===== src/rtl/core/set_assoc_write_through_cache_defines.svh =====
// assertion helpers used by the cache back end
`ifndef SET_ASSOC_WRITE_THROUGH_CACHE_DEFINES_SVH
`define SET_ASSOC_WRITE_THROUGH_CACHE_DEFINES_SVH

// condition implies consequence in the same cycle
`define SAWTC_ASSERT_NOW(lbl, ante, cons, msg) \
    lbl: assert property (@(posedge clk) disable iff (!rst_n) (ante) |-> (cons)) \
        else $error(msg);

// condition implies consequence in the next cycle
`define SAWTC_ASSERT_NEXT(lbl, ante, cons, msg) \
    lbl: assert property (@(posedge clk) disable iff (!rst_n) (ante) |=> (cons)) \
        else $error(msg);

`endif


===== src/rtl/core/sawtc_pkg.sv =====
package sawtc_pkg;

    // default geometry
    localparam int NUM_SETS_DEF  = 8;
    localparam int LINE_SIZE_DEF = 64;
    localparam int NUM_WAYS_DEF  = 128;
    localparam int ADDR_BITS_DEF = 20;
    localparam int AGE_BITS_DEF  = 16;

    // field widths
    localparam int ADDR_W    = 20;
    localparam int LEN_W     = 3;
    localparam int DATA_W    = 32;
    localparam int CNT_W     = 3;
    localparam int OP_ADDR_W = 32;
    localparam int LANE_W    = 2;

    // lookup queue depth
    localparam int OPQ_DEPTH = 4;

    localparam logic REQ_READ  = 1'b0;
    localparam logic REQ_WRITE = 1'b1;

    localparam logic [LEN_W-1:0] MAX_LEN = 3'd4;

    // one line lookup handed from front to back
    typedef struct packed {
        logic                 wr;
        logic [OP_ADDR_W-1:0] addr;
        logic [LEN_W-1:0]     nbytes;
        logic [LANE_W-1:0]    lane;
        logic [DATA_W-1:0]    wdata;
        logic [CNT_W-1:0]     lookups;
        logic                 last;
    } op_t;

    typedef enum logic [3:0] {
        BK_CLEAR,
        BK_IDLE,
        BK_SCAN,
        BK_SCAN_TAIL,
        BK_DECIDE,
        BK_DATA_RD,
        BK_DATA_WR,
        BK_UPDATE,
        BK_UPD_TAIL,
        BK_FINISH
    } bk_state_t;

endpackage


===== src/rtl/core/sawtc_op_fifo.sv =====
module sawtc_op_fifo #(
    parameter int DEPTH = sawtc_pkg::OPQ_DEPTH
) (
    input  logic            clk,
    input  logic            rst_n,
    input  logic            push,
    input  sawtc_pkg::op_t  din,
    output logic            full,
    input  logic            pop,
    output sawtc_pkg::op_t  dout,
    output logic            empty
);
    import sawtc_pkg::*;

    localparam int PTR_W = (DEPTH > 1) ? $clog2(DEPTH) : 1;
    localparam int CNT_BITS = $clog2(DEPTH + 1);

    op_t                 slot_reg [DEPTH];
    logic [PTR_W-1:0]    wptr_reg, rptr_reg;
    logic [CNT_BITS-1:0] count_reg;
    logic                do_push, do_pop;

    assign full    = count_reg == CNT_BITS'(DEPTH);
    assign empty   = count_reg == '0;
    assign do_push = push && !full;
    assign do_pop  = pop && !empty;
    assign dout    = slot_reg[rptr_reg];

    // pointers and fill level
    always_ff @(posedge clk or negedge rst_n)
    begin
        if (!rst_n)
        begin
            wptr_reg  <= '0;
            rptr_reg  <= '0;
            count_reg <= '0;
        end
        else
        begin
            if (do_push)
                wptr_reg <= (wptr_reg == PTR_W'(DEPTH - 1)) ? '0 : wptr_reg + 1'b1;
            if (do_pop)
                rptr_reg <= (rptr_reg == PTR_W'(DEPTH - 1)) ? '0 : rptr_reg + 1'b1;
            if (do_push && !do_pop)
                count_reg <= count_reg + 1'b1;
            else if (do_pop && !do_push)
                count_reg <= count_reg - 1'b1;
        end
    end

    // storage
    always_ff @(posedge clk)
    begin
        if (do_push)
            slot_reg[wptr_reg] <= din;
    end

endmodule


===== config.mk =====
export PLATFORM = sky130hd
export DESIGN_NAME = sawtc_op_fifo
export DESIGN_NICKNAME = d
export VERILOG_FILES = /design/src/rtl/core/set_assoc_write_through_cache_defines.svh /design/src/rtl/core/sawtc_pkg.sv /design/src/rtl/core/sawtc_op_fifo.sv
export SDC_FILE = /design/constraint.sdc
export NUM_CORES = 1
export LEC_CHECK = 0
export BUFFER_PORTS_ARGS = -buffer_cell sky130_fd_sc_hd__buf_2
export CAP_MARGIN = 20
export CORE_ASPECT_RATIO = 0.8
export CORE_UTILIZATION = 50
export CTS_BUF_LIST = sky130_fd_sc_hd__clkbuf_4 sky130_fd_sc_hd__clkbuf_8
export DETAILED_ROUTE_END_ITERATION = 10
export GPL_TIMING_DRIVEN = 0
export HOLD_SLACK_MARGIN = 0.02
export MAX_ROUTING_LAYER = met4
export PLACE_DENSITY = 0.75
export SETUP_SLACK_MARGIN = 0.05
export SLEW_MARGIN = 20
export SYNTH_ARGS = -nofsm -noshare
export SYNTH_HDL_FRONTEND = slang
export SYNTH_SLANG_ARGS = --single-unit

===== constraint.sdc =====
create_clock -name clk -period 4.1 [get_ports clk]
set_input_delay 0.41 -clock clk [delete_from_list [all_inputs] [get_ports clk]]
set_output_delay 0.41 -clock clk [all_outputs]
set_load 0.05 [all_outputs]

==> impl_metrics.csv <==
group,metric,value,unit
placed_design,place_hpwl,12000,um
clock_tree,cts_setup_buffers,0,
finish,leading_cell_type_in_the_layout_fill_and_taps_excluded,"edfxtp_1",
timing,timing.clock.skew,0.0124,ns
min_path,worstHoldPathType,"input port to flip-flop",
finish,largest_reg_flops,296,
clock_tree,clk_latency,0.53,ns
die,core,21700,sq um
timing,tightest_slew,0.766,ns
synth,post-synth-top-area-cell,"edfxtp_1",
timing,setup_ws,1.50,ns
worst_setup_path,end_kind,"output port",
timing,rsz0062_at_grt,"false",
synth,synth_sequential_area_ratio,81.2,%
pwr,seq_power_share,38.8,%
global_route,antenna_found_initial,1,
synth,synth_area_per_cell,26.3,sq um
clock_tree,clock_path_buffers,3,
synth,synth.top_cells.by_area,"edfxtp_1, mux4_2, dfrtp_1",
timing,final.period_utilization,63.5,%
worst_setup_path,classification_of_the_worst_setup_path,"flip-flop to output port",
clock_tree,cts_root_cell,"clkbuf_8",
die,fp.dieArea,22900,sq um
pwr,internal_power,6.71,mW
placed_design,place_ws,1.88,ns
placed_design,finalWeightedCongestion,0.749,
die,dieWidth,169,um
outcome,run_status,"completed",
timing,hold_violations,0,
pwr,netSwitchingPower,4.23,mW
synth,synth-seq-cells,303,
clock_tree,cts_buffers,46,
routing,drt-total-wl,19800,um
routing,detail_route.iter0.violations,431,
pwr,switching_share,38.6,%
timing,layout_min_cycle_time,2.60,ns
clock_tree,cts-resized-gates,0,
pwr,power.leakage,4.60,nW
finish,final_cell_mix,"edfxtp_1, buf_2, mux4_2",
clock_tree,tritoncts_clock_tree,"built",
synth,syn_nets,509,
timing,slew_headroom,49.0,%
pwr,worst_ir_drop_vdd,0.490,mV
routing,wl_per_cell,20.4,um
routing,drt_pass1_iterations,4,
pwr,power.share.combinational,40.2,%
die,num_io_pins,154,
finish,seq_area,9060,sq um
global_route,vias_in_the_first_global_route,5505,
clock_tree,tritoncts_num_sinks,303,
routing,ant_nets,0,
synth,top_area_cell_type_share_of_the_netlist_area,79.6,%
pwr,clockPowerShare,21.0,%
synth,synth_cell_type_count,22,
worst_setup_path,worstPathArrival,2.19,ns
worst_setup_path,worstPathMaxFanout,10,
global_route,grt_pass1_wl,29900,um
routing,vias,5066,
worst_setup_path,crit_path_start_kind,"flip-flop",
global_route,grt_start_max_net_pins,45,
placed_design,place.port_buffers,153,
clock_tree,cts.reportedPaths.clkPinSlew,0.06,ns
finish,final_nets,715,
timing,worst_hold_slack,0.0912,ns
clock_tree,cts_hold_buf,1,
global_route,overflow,0,
routing,drc,0,
timing,setup_tns,0,ns
die,chipHeight,136,um
pwr,power_density,822,nW/um^2
run,cap_viol_max_count,0,
finish,multiInputGateArea,1920,sq um
synth,synth_warnings,0,
die,floorplan.initialDensity,51.4,%
timing,fmax,384,MHz
synth,syn_area,11200,sq um
timing,finalMaxSlewViolations,0,
die,row_count,48,
global_route,grtUsageTotal,18.1,%
finish,area_growth_syn_to_layout,19.2,%
routing,vias_per_cell,5.23,
timing,setup_viol_count_final,0,
finish,fill_cells,1596,
finish,post_route_cells_drive_above_1_share,48.4,%
pwr,design_power_total,10.9,mW
synth,syn-instance-count,424,
worst_setup_path,cp_data_required_time,3.69,ns
finish,fin_util,61.2,%
clock_tree,cts_htree_levels,2,
[layout make-up]
cell class,count,share of cell area (%)
clock buffer,65,5.92
tap,300,2.82
buffer,18,1.33
multi-input combinational,100,14.5
sequential,303,68.1
antenna,2,0.0376
timing repair buffer,158,6.65
inverter,3,0.0846
clock inverter,20,0.611
[synth_stat cells (all sizes together)]
| master | number |
|---|---|
| xnor2 | 1 |
| nor2 | 2 |
| nor3 | 2 |
| o31ai | 1 |
| inv | 3 |
| dfrtp | 7 |
| a21o | 1 |
| fa | 1 |
| clkbuf | 2 |
| edfxtp | 296 |
| mux4 | 74 |
| ha | 6 |
| nor2b | 1 |
| nor3b | 1 |
| and2 | 4 |
| mux2 | 4 |
| xor2 | 2 |
| buf | 16 |
[final timing paths]
path,start,endpoint,slack (ns),cells after the start
setup reg to reg,count_reg[0],count_reg[2],1.85,7
setup / recovery,rptr_reg[1],dout[73],1.50,3
max in group asynchronous,rst_n,count_reg[1],3.68,2
min in group asynchronous,rst_n,count_reg[2],0.25,2
hold / removal,din[41],slot_reg[1][41],0.09,1
hold reg to reg,count_reg[2],count_reg[2],0.54,1
[power by group through the flow]
stage                     clock (mW)  combinational, mW  sequential (mW)
after detailed placement           0               4.47             4.31
after global placement             0               4.33             4.35
after CTS                       2.37               4.47             4.25
after floorplan                    0               3.44             4.30
after global routing            2.51               4.61             4.29
final                           2.30               4.39             4.24
[critical path, stage by stage, from the launching register on]
cell and delay [ns]:
dfrtp_1 0.38, clkbuf_1 0.60, mux4_2 0.44, buf_2 0.23
[per-stage QoR]
step / instance area [sq um] / std cells
2_1_floorplan: 11200 / 424
3_3_place_gp: 12300 / 877
3_5_place_dp: 12400 / 881
4_1_cts: 13300 / 967
5_1_grt: 13300 / 968
6_report: 13300 / 969
[cells by family after synthesis]
| group | Yosys count | share of synthesized area [%] |
|---|---|---|
| simple gates | 10 | 0.549 |
| fa+ha+maj | 7 | 0.852 |
| compound gates | 2 | 0.179 |
| xor+xnor | 3 | 0.235 |
| mux | 78 | 15.3 |
| buf+inv | 21 | 1.68 |
| flops | 303 | 81.2 |
[layer usage]
metal / GRT usage, % / routed length (um) / vias to the layer above / part of all wire (%)
met5: - / 0 / - / 0
li1: - / - / 2249 / -
met4: 5.41 / 291 / 0 / 1.5
met2: 29.1 / 9900 / 191 / 50
met1: 23.4 / 8330 / 2590 / 42
met3: 4.15 / 1240 / 36 / 6.3
Power figures use the tool's default switching activity.
