**src/rtl/core/set_assoc_write_through_cache_defines.svh**
```systemverilog
// assertion helpers used by the cache back end
`ifndef SET_ASSOC_WRITE_THROUGH_CACHE_DEFINES_SVH
`define SET_ASSOC_WRITE_THROUGH_CACHE_DEFINES_SVH

// condition implies consequence in the same cycle
`define SAWTC_ASSERT_NOW(lbl, ante, cons, msg) \
    lbl: assert property (@(posedge clk) disable iff (!rst_n) (ante) |-> (cons)) \
        else $error(msg);

// condition implies consequence in the next cycle
`define SAWTC_ASSERT_NEXT(lbl, ante, cons, msg) \
    lbl: assert property (@(posedge clk) disable iff (!rst_n) (ante) |=> (cons)) \
        else $error(msg);

`endif

```
**src/rtl/core/sawtc_pkg.sv**
```systemverilog
package sawtc_pkg;

    // default geometry
    localparam int NUM_SETS_DEF  = 8;
    localparam int LINE_SIZE_DEF = 64;
    localparam int NUM_WAYS_DEF  = 128;
    localparam int ADDR_BITS_DEF = 20;
    localparam int AGE_BITS_DEF  = 16;

    // field widths
    localparam int ADDR_W    = 20;
    localparam int LEN_W     = 3;
    localparam int DATA_W    = 32;
    localparam int CNT_W     = 3;
    localparam int OP_ADDR_W = 32;
    localparam int LANE_W    = 2;

    // lookup queue depth
    localparam int OPQ_DEPTH = 4;

    localparam logic REQ_READ  = 1'b0;
    localparam logic REQ_WRITE = 1'b1;

    localparam logic [LEN_W-1:0] MAX_LEN = 3'd4;

    // one line lookup handed from front to back
    typedef struct packed {
        logic                 wr;
        logic [OP_ADDR_W-1:0] addr;
        logic [LEN_W-1:0]     nbytes;
        logic [LANE_W-1:0]    lane;
        logic [DATA_W-1:0]    wdata;
        logic [CNT_W-1:0]     lookups;
        logic                 last;
    } op_t;

    typedef enum logic [3:0] {
        BK_CLEAR,
        BK_IDLE,
        BK_SCAN,
        BK_SCAN_TAIL,
        BK_DECIDE,
        BK_DATA_RD,
        BK_DATA_WR,
        BK_UPDATE,
        BK_UPD_TAIL,
        BK_FINISH
    } bk_state_t;

endpackage

```
**src/rtl/core/sawtc_req_if.sv**
```systemverilog
interface sawtc_req_if;
    logic                          valid;
    logic                          ready;
    logic                          req_type;
    logic [sawtc_pkg::ADDR_W-1:0]  address;
    logic [sawtc_pkg::LEN_W-1:0]   length;
    logic [sawtc_pkg::DATA_W-1:0]  write_data;

    modport source (output valid, req_type, address, length, write_data, input ready);
    modport sink (input valid, req_type, address, length, write_data, output ready);
endinterface

```
**src/rtl/core/sawtc_front.sv**
```systemverilog
module sawtc_front #(
    parameter int ADDR_BITS = sawtc_pkg::ADDR_BITS_DEF,
    parameter int LINE_SIZE = sawtc_pkg::LINE_SIZE_DEF
) (
    input  logic              clk,
    input  logic              rst_n,
    sawtc_req_if.sink         req,
    input  logic              init_done,
    output sawtc_pkg::op_t    op,
    output logic              op_push,
    input  logic              op_full
);
    import sawtc_pkg::*;

    localparam int OFF_LOG = $clog2(LINE_SIZE);
    localparam int SUM_W   = OFF_LOG + 2;

    logic                  busy_reg, busy_next;
    logic                  wr_reg;
    logic [ADDR_BITS-1:0]  addr_reg;
    logic [LEN_W-1:0]      len_reg;
    logic [DATA_W-1:0]     wdata_reg;
    logic                  split_reg;
    logic [LANE_W-1:0]     idx_reg, idx_next;

    logic                  accept;
    logic [LEN_W-1:0]      len_eff;
    logic [ADDR_BITS-1:0]  addr_in;
    logic [SUM_W-1:0]      end_pos;
    logic                  split_in;
    logic                  last_piece;

    assign req.ready = init_done && !busy_reg;
    assign accept    = req.valid && req.ready;

    // classify the incoming request
    assign len_eff  = (req.length > MAX_LEN) ? MAX_LEN : req.length;
    assign addr_in  = ADDR_BITS'(req.address);
    assign end_pos  = SUM_W'(addr_in[OFF_LOG-1:0]) + SUM_W'(len_eff);
    assign split_in = end_pos > SUM_W'(LINE_SIZE);

    assign last_piece = !split_reg || ({1'b0, idx_reg} == len_reg - 3'd1);

    // lookup generation
    always_comb
    begin
        op.wr = wr_reg;
        if (split_reg)
        begin
            op.addr    = OP_ADDR_W'(addr_reg + ADDR_BITS'(idx_reg));
            op.nbytes  = 3'd1;
            op.lane    = idx_reg;
            op.wdata   = (wdata_reg >> {idx_reg, 3'b000}) & 32'hFF;
            op.lookups = len_reg;
        end
        else
        begin
            op.addr    = OP_ADDR_W'(addr_reg);
            op.nbytes  = len_reg;
            op.lane    = '0;
            op.wdata   = wdata_reg;
            op.lookups = 3'd1;
        end
        op.last = last_piece;
    end

    assign op_push = busy_reg && !op_full;

    always_comb
    begin
        busy_next = busy_reg;
        idx_next  = idx_reg;
        if (accept)
        begin
            busy_next = 1'b1;
            idx_next  = '0;
        end
        else if (op_push)
        begin
            if (last_piece)
                busy_next = 1'b0;
            else
                idx_next = idx_reg + 2'd1;
        end
    end

    // control state
    always_ff @(posedge clk or negedge rst_n)
    begin
        if (!rst_n)
        begin
            busy_reg <= 1'b0;
            idx_reg  <= '0;
        end
        else
        begin
            busy_reg <= busy_next;
            idx_reg  <= idx_next;
        end
    end

    // request capture
    always_ff @(posedge clk)
    begin
        if (accept)
        begin
            wr_reg    <= req.req_type;
            addr_reg  <= addr_in;
            len_reg   <= len_eff;
            wdata_reg <= req.write_data;
            split_reg <= split_in;
        end
    end

endmodule

```
**src/flat_wrapper.sv**
```systemverilog
// flat-port wrapper written by rule: the top's interface ports become plain ports
module sawtc_front_flat import sawtc_pkg::*;
#(
    parameter int ADDR_BITS = sawtc_pkg::ADDR_BITS_DEF,
    parameter int LINE_SIZE = sawtc_pkg::LINE_SIZE_DEF
)
  (clk, rst_n, init_done, op, op_push, op_full, req_valid, req_req_type, req_address, req_length, req_write_data, req_ready);
  sawtc_req_if req_i ();
  input  logic clk;
  input  logic rst_n;
  input  logic init_done;
  output sawtc_pkg::op_t op;
  output logic op_push;
  input  logic op_full;
  input wire logic [$bits(req_i.valid)-1:0] req_valid;
  input wire logic [$bits(req_i.req_type)-1:0] req_req_type;
  input wire logic [$bits(req_i.address)-1:0] req_address;
  input wire logic [$bits(req_i.length)-1:0] req_length;
  input wire logic [$bits(req_i.write_data)-1:0] req_write_data;
  output wire logic [$bits(req_i.ready)-1:0] req_ready;
  assign req_i.valid = req_valid;
  assign req_i.req_type = req_req_type;
  assign req_i.address = req_address;
  assign req_i.length = req_length;
  assign req_i.write_data = req_write_data;
  assign req_ready = req_i.ready;
  sawtc_front #(.ADDR_BITS(ADDR_BITS), .LINE_SIZE(LINE_SIZE)) u_core (.clk(clk), .rst_n(rst_n), .req(req_i), .init_done(init_done), .op(op), .op_push(op_push), .op_full(op_full));
endmodule
```
**config.mk**
```make
export PLATFORM = sky130hd
export DESIGN_NAME = sawtc_front_flat
export DESIGN_NICKNAME = d
export VERILOG_FILES = /design/src/rtl/core/set_assoc_write_through_cache_defines.svh /design/src/rtl/core/sawtc_pkg.sv /design/src/rtl/core/sawtc_req_if.sv /design/src/rtl/core/sawtc_front.sv /design/src/flat_wrapper.sv
export SDC_FILE = /design/constraint.sdc
export NUM_CORES = 1
export LEC_CHECK = 0
export BUFFER_PORTS_ARGS = -buffer_cell sky130_fd_sc_hd__clkbuf_2
export CORE_UTILIZATION = 43
export DETAILED_ROUTE_END_ITERATION = 12
export GPL_ROUTABILITY_DRIVEN = 0
export PLACE_DENSITY = 0.75
export SLEW_MARGIN = 40
export SYNTH_ARGS = -nofsm -noshare
export SYNTH_HDL_FRONTEND = slang
export SYNTH_SLANG_ARGS = --single-unit
```
**constraint.sdc**
```tcl
create_clock -name clk -period 2.4 [get_ports clk]
set_input_delay 0.48 -clock clk [delete_from_list [all_inputs] [get_ports clk]]
set_output_delay 0.48 -clock clk [all_outputs]
set_load 0.01 [all_outputs]
```
==> out/qor.txt, run 1 <==
Status = finished, violations left
Failing checks = negative setup slack
Min-Delay Path Class = primary input to register
Clk sinks = 60
Power per cell area = 739.3 nW/um^2
Layout fillers = 556
Sw Share = 28.66%
Nets = 455
First DRT Iteration DRCs = 70
CP max FO = 5
Tot GR Track Use = 18.79%
EDFF count, synth = 57
Pint = 2170 uW
Core ar. = 6869 sq um
CP required = 1920 ps
N_diodes = 0
First-pass GRT wire length = 10360 um
Min Tclk post-route = 2619 ps
Layout cells sized above 1 = 45.01%
Row cnt = 30
Largest net degree at the start of global routing = 42
Crit-path cells = ha_4 -> inv_2 -> fa_2 -> or3_4 -> nor3_2 -> xor2_1 -> buf_2
Synthesized netlist cell count = 251
Worst setup margin = -218.6 ps
Hold EP = u_core.wdata_reg[20]
Area Growth Syn to Fin = 32.84%
CP Launch Type = register
Root Buffer = clkbuf_8
Drt wl/cell = 14.10 um
Cell Area, Synth = 3098 sq um
Worst slack, placed = 13.18 ps
Sequential cell area fraction in the yosys report = 57.67%
Post-DP Area = 3819 sq um
Drt pass-1 iters = 4
Ys flop type = edfxtp_1
Yosys warnings = 0
Reg-to-Reg Start = u_core.len_reg[0]
I/O Buffers = 125
Crit Path Category = register to primary output
DP HPWL = 5095 um
Clock Latency Late Sink = 330 ps
Initial antenna violation count = 0
Routed WL = 6867 um
Crit-path slowest cell = or3_4
Post-route ant nets = 0
Fin. Hold Viols = 0
Logic pwr share = 26.2%
Starting Density = 45.10%
Final Cell Area = 4115 sq um
CP Capture Type = primary output
Final cycle utilization of the critical path = 109.1%
Largest register FFs = 32
Die height = 86.88 um
Number of synthesized register bits = 60
Final setup viols = 15
WP data arrival = 2140 ps
Worst-case reg-to-reg path depth = 6
Hold Startpoint = req_write_data[20]
Max clock buf depth = 2
DRC viols = 0
RR Endpoint = u_core.idx_reg[0]
CTS tree = yes
Die ar. = 7548 sq um
Worst path max stage delay = 460 ps
Vias/cell = 4.811
Synth cell types = 39
Clock power share = 31.3%
Seq pwr share = 42.5%
Total power = 3042 uW
Reg-to-reg setup timing slack = 720 ps
Net switching power = 872.1 uW
Pleak = 0.001803 uW
Asr flop ratio synth = 5.000%
H-tree levels = 3
Syn Area/Cell = 12.34 sq um
RSZ-0062 raised after global routing = yes
Final Util = 59.91%
Slew Viols, Final = 0
Cells on Worst Hold Path = 1
VDD IR max = 0.3870 mV
Clock transition at the registers of the reported paths = 70 ps
Total grt overflow = 0
Die width = 86.88 um
Vias in the first global route = 2150
Clock buffer count from CTS = 9
Achievable Freq = 0.3819 GHz
Max_cap viols = 0
DR vias = 2343
Io pins = 137
Clock skew = 6.770 ps
==> synthesized netlist by cell type, types with 2 or more instances <==
library cell / instances / area [sq um]
a21oi_1: 12 / 60.06
a31oi_1: 2 / 12.51
and3_1: 2 / 12.51
buf_4: 14 / 105.1
clkbuf_1: 6 / 22.52
dfrtp_1: 3 / 75.07
edfxtp_1: 57 / 1712
fa_1: 2 / 40.04
ha_1: 6 / 75.07
inv_1: 13 / 48.80
mux2_2: 9 / 101.4
nand2_1: 16 / 60.06
nand2b_1: 2 / 12.51
nand3_1: 4 / 20.02
nand4_1: 5 / 31.28
nand4b_1: 2 / 17.52
nor2_1: 8 / 30.03
nor2b_1: 28 / 175.2
nor3_1: 3 / 15.01
nor3_2: 3 / 30.03
o22ai_1: 16 / 100.1
xnor2_1: 15 / 131.4
xor2_1: 7 / 61.31
==> stage by stage <==
| step | TNS [ps] | cells | hold slack, ps |
|---|---|---|---|
| floorplan | 0 | 261 | 184.4 |
| global placement | 0 | 469 | 294.3 |
| detailed placement | 0 | 469 | 290.7 |
| CTS | -2217 | 487 | 297.0 |
| global route | -3466 | 487 | 295.9 |
| finish | -1530 | 487 | 318.5 |
==> critical path, delay by kind of cell, from the launching register on <==
kind / cells / cell delay, ps
DFF: 1 / 390
adders and majority gates: 2 / 490
xor gates and xnor gates: 1 / 140
buffers and inverters: 2 / 180
and+or+nand+nor: 2 / 600
==> timing repair <==
action                                 in CTS  in global routing
hold buffers                                1                  0
pin swaps                                   5                  5
setup buffers                               1                  0
endpoints found under the hold margin       3                  0
resized for setup                          10                 17
setup endpoints to repair                  17                 19
==> cells by family (layout without fill, tap and decap cells) <==
logic type | Yosys count | after routing | share of synthesized area, %
flops | 60 | 60 | 57.67
mux | 10 | 10 | 3.595
fa+ha+maj | 8 | 8 | 3.716
other cells | 1 | 11 | 0.1210
simple gates | 82 | 82 | 16.36
buf+inv | 36 | 166 | 6.341
xor+xnor | 22 | 22 | 6.220
compound gates | 32 | 32 | 5.977
==> layout by cell type (no fill, tap or decap), types with 2 or more instances in the layout <==
cell type,Yosys,layout
edfxtp_1,57,57
a31oi_1,2,2
clkbuf_2,0,112
and3_1,2,2
bufinv_16,0,2
o22ai_1,16,16
nand2_1,16,16
clkbuf_1,6,2
conb_1,1,11
nor2b_1,28,28
nand4b_1,2,2
ha_1,6,5
dfrtp_1,3,3
nor2_1,8,8
clkinv_2,0,2
inv_1,13,11
mux2_2,9,9
nor3_4,0,3
nor3_2,3,2
a21oi_1,12,11
nand3_1,4,4
buf_2,1,13
nand4_1,5,5
inv_2,0,2
xnor2_1,15,14
clkbuf_8,0,9
xor2_1,7,7
buf_4,14,8
==> final cells by class <==
| class | count | area [sq um] | area share, % |
|---|---|---|---|
| Multi-Input combinational cell | 165 | 1220 | 29.64 |
| Sequential cell | 60 | 1787 | 43.42 |
| Clock buffer | 11 | 131.4 | 3.192 |
| Timing Repair Buffer | 136 | 726.9 | 17.66 |
| Inverter | 14 | 53.80 | 1.307 |
| Tap cell | 96 | 120.1 | 2.919 |
| Clock inverter | 5 | 76.32 | 1.855 |
==> worst max-delay path by stage <==
stage / cells after the start / endpoint / slack (ps) / startpoint
floorplan: 3 / u_core.addr_reg[0] / 1 / init_done
global placement: 7 / op[55] / 30 / u_core.idx_reg[0]
detailed placement: 7 / op[57] / 10 / u_core.idx_reg[0]
CTS: 7 / op[59] / -220 / u_core.idx_reg[0]
global route: 7 / op[57] / -300 / u_core.addr_reg[0]
finish: 7 / op[59] / -220 / u_core.addr_reg[0]
==> routing by layer <==
| layer | vias up | global-route usage (%) | routed length, um |
|---|---|---|---|
| met1 | 1087 | 24.06 | 2891 |
| li1 | 1146 | - | - |
| met2 | 101 | 29.85 | 3441 |
| met4 | 0 | 10.91 | 121 |
| met3 | 9 | 3.602 | 413 |
| met5 | - | 0 | 0 |
==> power groups by stage <==
| stage | sequential [uW] | clock [uW] | combinational [uW] |
|---|---|---|---|
| final | 1290 | 952 | 797 |
| after global routing | 1300 | 1020 | 872 |
| after CTS | 1290 | 980 | 788 |
| after detailed placement | 1310 | 0 | 769 |
| after global placement | 1310 | 0 | 755 |
| after floorplan | 1310 | 0 | 466 |
Power figures use the tool's default switching activity.
==> inputs of run 2 (changes only) <==
- SLEW_MARGIN: 40 -> 30
- TNS_END_PERCENT: not set -> 5
==> run 2 against run 1 <==
- routed wire length shrank 0.79%
- fmax down 0.45%
- critical path type unchanged
- the run still ends with negative setup slack left
- register-to-register slack worse by 20 ps
- final area decreased by 1.9%
- largest power group unchanged
==> out/qor.txt, run 2 (synthesis gave the netlist of run 1 again) <==
Seq. cell area = 1787 sq um (unchanged)
Io pins = 137 (unchanged)
Nets = 454 (was 455)
DRC viols = 0 (unchanged)
Row cnt = 30 (unchanged)
Met3 Use GR = 4.076% (was 3.602%)
First DRT Iteration DRCs = 74 (was 70)
Final cycle utilization of the critical path = 109.6% (was 109.1%)
Most frequent standard cell in the layout excluding fill and tap cells = clkbuf_2 (unchanged)
Post-route ant nets = 0 (unchanged)
Status = finished, violations left (unchanged)
Total grt overflow = 0 (unchanged)
CP required = 1920 ps (about the same)
Max clock buf depth = 2 (unchanged)
Clk sinks = 60 (unchanged)
Clock buffer count from CTS = 9 (unchanged)
Met1 usage = 22.54% (was 24.06%)
Root Buffer = clkbuf_8 (unchanged)
Multi-input combinational cell area = 1194 sq um (was 1220 sq um)
Achievable Freq = 0.3801 GHz (was 0.3819 GHz)
Slew Viols, Final = 0 (unchanged)
Die width = 86.88 um (unchanged)
Die height = 86.88 um (unchanged)
Final Util = 58.80% (was 59.91%)
Vias in the first global route = 2176 (was 2150)
VDD IR max = 0.3501 mV (was 0.3870 mV)
H-tree levels = 3 (unchanged)
CP Capture Type = primary output (unchanged)
Final setup viols = 14 (was 15)
Drt pass-1 iters = 5 (was 4)
Max_cap viols = 0 (unchanged)
Tot GR Track Use = 17.75% (was 18.79%)
Vias/cell = 4.860 (was 4.811)
Starting Density = 45.10% (unchanged)
Sum Neg Setup Slack = -1537 ps (was -1530 ps)
DP HPWL = 5106 um (was 5095 um)
Area Growth Syn to Fin = 30.37% (was 32.84%)
Clock transition at the registers of the reported paths = 70 ps (about the same)
GRT met2 Usage = 28.35% (was 29.85%)
Clock Latency Late Sink = 330 ps (about the same)
Total power = 2913 uW (was 3042 uW)
Routed WL = 6813 um (was 6867 um)
Most frequent cells in the layout = clkbuf_2, edfxtp_1, nor2b_1 (unchanged)
Busiest layer in global routing = met2 (unchanged)
CTS tree = yes (unchanged)
Drt wl/cell = 14.05 um (was 14.10 um)
CP max FO = 5 (unchanged)
Clock skew = 6.380 ps (was 6.770 ps)
Largest register FFs = 32 (unchanged)
I/O Buffers = 125 (unchanged)
First-pass GRT wire length = 9942 um (was 10360 um)
Initial antenna violation count = 0 (unchanged)
Largest net degree at the start of global routing = 34 (was 42)
CP Launch Type = register (unchanged)
Layout fillers = 597 (was 556)
Power per cell area = 721.3 nW/um^2 (was 739.3 nW/um^2)
N_diodes = 0 (unchanged)
Min-Delay Path Class = primary input to register (unchanged)
Die ar. = 7548 sq um (unchanged)
Layout cells sized above 1 = 44.99% (was 45.01%)
Worst setup margin = -230.6 ps (was -218.6 ps)
DR vias = 2357 (was 2343)
RSZ-0062 raised after global routing = yes (unchanged)
Fin. Hold Viols = 0 (unchanged)
Core ar. = 6869 sq um (unchanged)
WP data arrival = 2150 ps (was 2140 ps)
Min Tclk post-route = 2631 ps (was 2619 ps)
Failing checks = negative setup slack (unchanged)
Pleak = 0.001752 uW (was 0.001803 uW)
Crit Path Category = register to primary output (unchanged)
## run 2: cell types whose count changed in the layout (fill, tap and decap cells not counted), sizes merged
cell / previous run / this run
buf: 23 / 18
clkbuf: 123 / 126
bufinv: 2 / 1
clkinvlp: 1 / 2
## run 2: worst max-delay path, stage by stage, from the launching register on
cell and delay (ps):
edfxtp_1 360, ha_2 200, inv_2 40, fa_2 330
or3_4 430, nor3_2 150, xor2_1 160, clkbuf_2 150
## run 2: where the power goes
part	leakage (uW)	switching, uW	internal [uW]
registers	0.000566	48.9	1240
logic	0.00110	441	337
clock network	0.0000858	376	468
## run 2: path summary, 6_finish.rpt
path                                    start                   end  slack, ps  cells past startpoint
min in group asynchronous               rst_n     u_core.idx_reg[0]        500                      2
max reg2reg                 u_core.len_reg[0]     u_core.idx_reg[0]        700                      6
min reg2reg                   u_core.busy_reg       u_core.busy_reg        560                      2
min                        req_write_data[29]  u_core.wdata_reg[29]        320                      1
max                        u_core.addr_reg[0]                op[59]       -230                      7
max in group asynchronous               rst_n       u_core.busy_reg       1780                      2
## run 2: routing by layer
| layer | vias up | part of all wire [%] |
|---|---|---|
| li1 | 1150 | - |
| met1 | 1099 | 44 |
| met2 | 95 | 49 |
| met3 | 13 | 5.5 |
| met4 | 0 | 1.9 |
| met5 | - | 0 |
## run 2: timing repair
action,in CTS,in global routing
setup endpoints to repair,18,20
hold endpoints to repair,3,0
hold buffers,1,0
pin swaps,3,3
setup buffers,1,0
resized for setup,4,16
cloned,0,0
## run 2: cell type report
type | instances | area share (%)
Clock buffer | 10 | 3.160
Clock inverter | 5 | 1.332
Inverter | 14 | 1.332
Multi-Input combinational cell | 165 | 29.55
Sequential cell | 60 | 44.24
Tap cell | 96 | 2.974
Timing Repair Buffer | 135 | 17.41
## run 2: per-stage QoR
stage	worst slack (ps)	cells	hold slack [ps]	area, sq um
3_3_place_gp	15.05	468	293.2	3799
5_1_grt	-339.9	485	299.0	4039
2_1_floorplan	-0.1501	261	184.4	3137
6_report	-230.6	485	319.1	4039
4_1_cts	-240.0	485	306.7	4016
3_5_place_dp	-64.28	468	293.5	3799
==> inputs of run 3 (changes only) <==
- CORE_UTILIZATION: 43 -> 30
- PLACE_DENSITY: 0.75 -> 0.55
==> run 3 against run 2 <==
- largest power group unchanged
- clock power decreased by 1%
- routed wire length increased by 9.0%
- total power up 0.43%
- the run still ends with negative setup slack left
- largest cell class unchanged
- critical path type unchanged
==> out/qor.txt, run 3 (synthesis gave the netlist of run 1 again) <==
Status = finished, violations left (unchanged)
Failing checks = negative setup slack (unchanged)
Row cnt = 36 (was 30)
Cells on Worst Hold Path = 1 (unchanged)
Hold Startpoint = req_write_data[7] (was req_write_data[29])
Reg-to-reg setup timing slack = 770 ps (was 700 ps)
Max_cap viols = 0 (unchanged)
Hold EP = u_core.wdata_reg[7] (was u_core.wdata_reg[29])
Layout cells sized above 1 = 44.50% (was 44.99%)
CTS tree = yes (unchanged)
Drt pass-1 iters = 4 (was 5)
H-tree levels = 3 (unchanged)
Min-Delay Path Class = primary input to register (unchanged)
Dpl cells = 507 (was 468)
Clock transition at the registers of the reported paths = 70 ps (about the same)
Die ar. = 10740 sq um (was 7548 sq um)
Total grt overflow = 0 (unchanged)
Post-route ant nets = 0 (unchanged)
Clk sinks = 60 (unchanged)
Min Tclk post-route = 2616 ps (was 2631 ps)
Crit Path Category = register to primary output (unchanged)
Tot GR Track Use = 14.28% (was 17.75%)
Reg-to-Reg Start = u_core.idx_reg[0] (was u_core.len_reg[0])
Final std cells w/o fill = 524 (was 485)
Pleak = 0.001768 uW (was 0.001752 uW)
Worst-case reg-to-reg path depth = 6 (unchanged)
WP data arrival = 2140 ps (was 2150 ps)
Root Buffer = clkbuf_8 (unchanged)
Achievable Freq = 0.3823 GHz (was 0.3801 GHz)
Final setup viols = 15 (was 14)
Final cycle utilization of the critical path = 109.0% (was 109.6%)
Most frequent standard cell in the layout excluding fill and tap cells = clkbuf_2 (unchanged)
Drt wl/cell = 14.18 um (was 14.05 um)
First-pass GRT wire length = 11740 um (was 9942 um)
Core ar. = 9910 sq um (was 6869 sq um)
RR Endpoint = u_core.idx_reg[0] (unchanged)
CP Launch Type = register (unchanged)
Vias in the first global route = 2219 (was 2176)
Die height = 103.6 um (was 86.88 um)
Largest net degree at the start of global routing = 33 (was 34)
Starting Density = 31.26% (was 45.10%)
N_diodes = 0 (unchanged)
CP required = 1920 ps (about the same)
Routed WL = 7428 um (was 6813 um)
DRC viols = 0 (unchanged)
Most frequent cells in the layout = clkbuf_2, edfxtp_1, nor2b_1 (unchanged)
Initial antenna violation count = 0 (unchanged)
Clock skew = 9.434 ps (was 6.380 ps)
CP Capture Type = primary output (unchanged)
First DRT Iteration DRCs = 98 (was 74)
VDD IR max = 0.3197 mV (was 0.3501 mV)
DR vias = 2322 (was 2357)
Worst setup margin = -215.8 ps (was -230.6 ps)
Power per cell area = 715.5 nW/um^2 (was 721.3 nW/um^2)
Clock Latency Late Sink = 340 ps (was 330 ps)
Largest register FFs = 32 (unchanged)
Vias/cell = 4.431 (was 4.860)
Nets = 457 (was 454)
Io pins = 137 (unchanged)
Worst slack, placed = -38.83 ps (was -64.28 ps)
DP HPWL = 5495 um (was 5106 um)
Fin. Hold Viols = 0 (unchanged)
Sum Neg Setup Slack = -2207 ps (was -1537 ps)
Total power = 2926 uW (was 2913 uW)
Clock buffer count from CTS = 9 (unchanged)
Area Growth Syn to Fin = 31.99% (was 30.37%)
Max clock buf depth = 2 (unchanged)
RSZ-0062 raised after global routing = yes (unchanged)
I/O Buffers = 125 (unchanged)
Slew Viols, Final = 0 (unchanged)
Layout fillers = 962 (was 597)
CP max FO = 5 (unchanged)
Die width = 103.6 um (was 86.88 um)
## run 3: changes by cell type in the layout (fill, tap and decap cells not counted), sizes merged
cell and change:
clkinvlp -2, clkbuf +3, clkinv +1
## run 3: critical path: stages, from the launching register on
cell and delay (ps):
dfrtp_1 360, ha_2 190, inv_2 40, fa_2 330, or3_4 450, nor3_2 140
xor2_1 160, clkbuf_2 150
## run 3: cell type report
type                    instances  area [sq um]  share of cell area [%]
flip-flops and latches         60          1787                   43.70
multi-input cells             165          1186                   29.01
repair buffers                138         725.7                   17.75
well taps                     133         166.4                   4.070
clock buffers                  10         127.6                   3.121
inverters                      14         53.80                   1.316
clock inverters                 4         42.54                   1.040
## run 3: worst max-delay path by stage
stage	startpoint	end	slack, ps
after floorplan	u_core.idx_reg[1]	op[57]	-0.2
after global placement	u_core.idx_reg[0]	op[55]	-20
after detailed placement	u_core.idx_reg[0]	op[57]	-40
after CTS	u_core.idx_reg[0]	op[55]	-280
after global routing	u_core.idx_reg[0]	op[57]	-350
final	u_core.idx_reg[0]	op[59]	-220
## run 3: repair_timing
action,CTS,global route
endpoints found under the hold margin,3,0
endpoints found under the setup margin,18,27
pin swaps,4,5
setup buffers,1,1
gates resized for setup,4,11
hold buffers,1,0
## run 3: power by group
| group | switching [uW] | internal [uW] |
|---|---|---|
| Combinational | 448 | 349 |
| Sequential | 52.5 | 1240 |
| Clock | 374 | 459 |
| Total | 875 | 2050 |
## run 3: through the flow
| stage | instance area [sq um] | util, % | hold WS, ps |
|---|---|---|---|
| 6_report | 4089 | 41.26 | 312.6 |
| 5_1_grt | 4089 | 41.26 | 286.1 |
| 4_1_cts | 4068 | 41.05 | 295.9 |
| 3_5_place_dp | 3860 | 38.95 | 289.3 |
| 3_3_place_gp | 3860 | 38.95 | 288.9 |
| 2_1_floorplan | 3137 | - | 184.4 |
## run 3: layer usage
layer,track usage (%),routed length [um]
met5,0,0
met4,7.350,155
met3,3.650,302
met2,22.24,3642
met1,18.27,3327
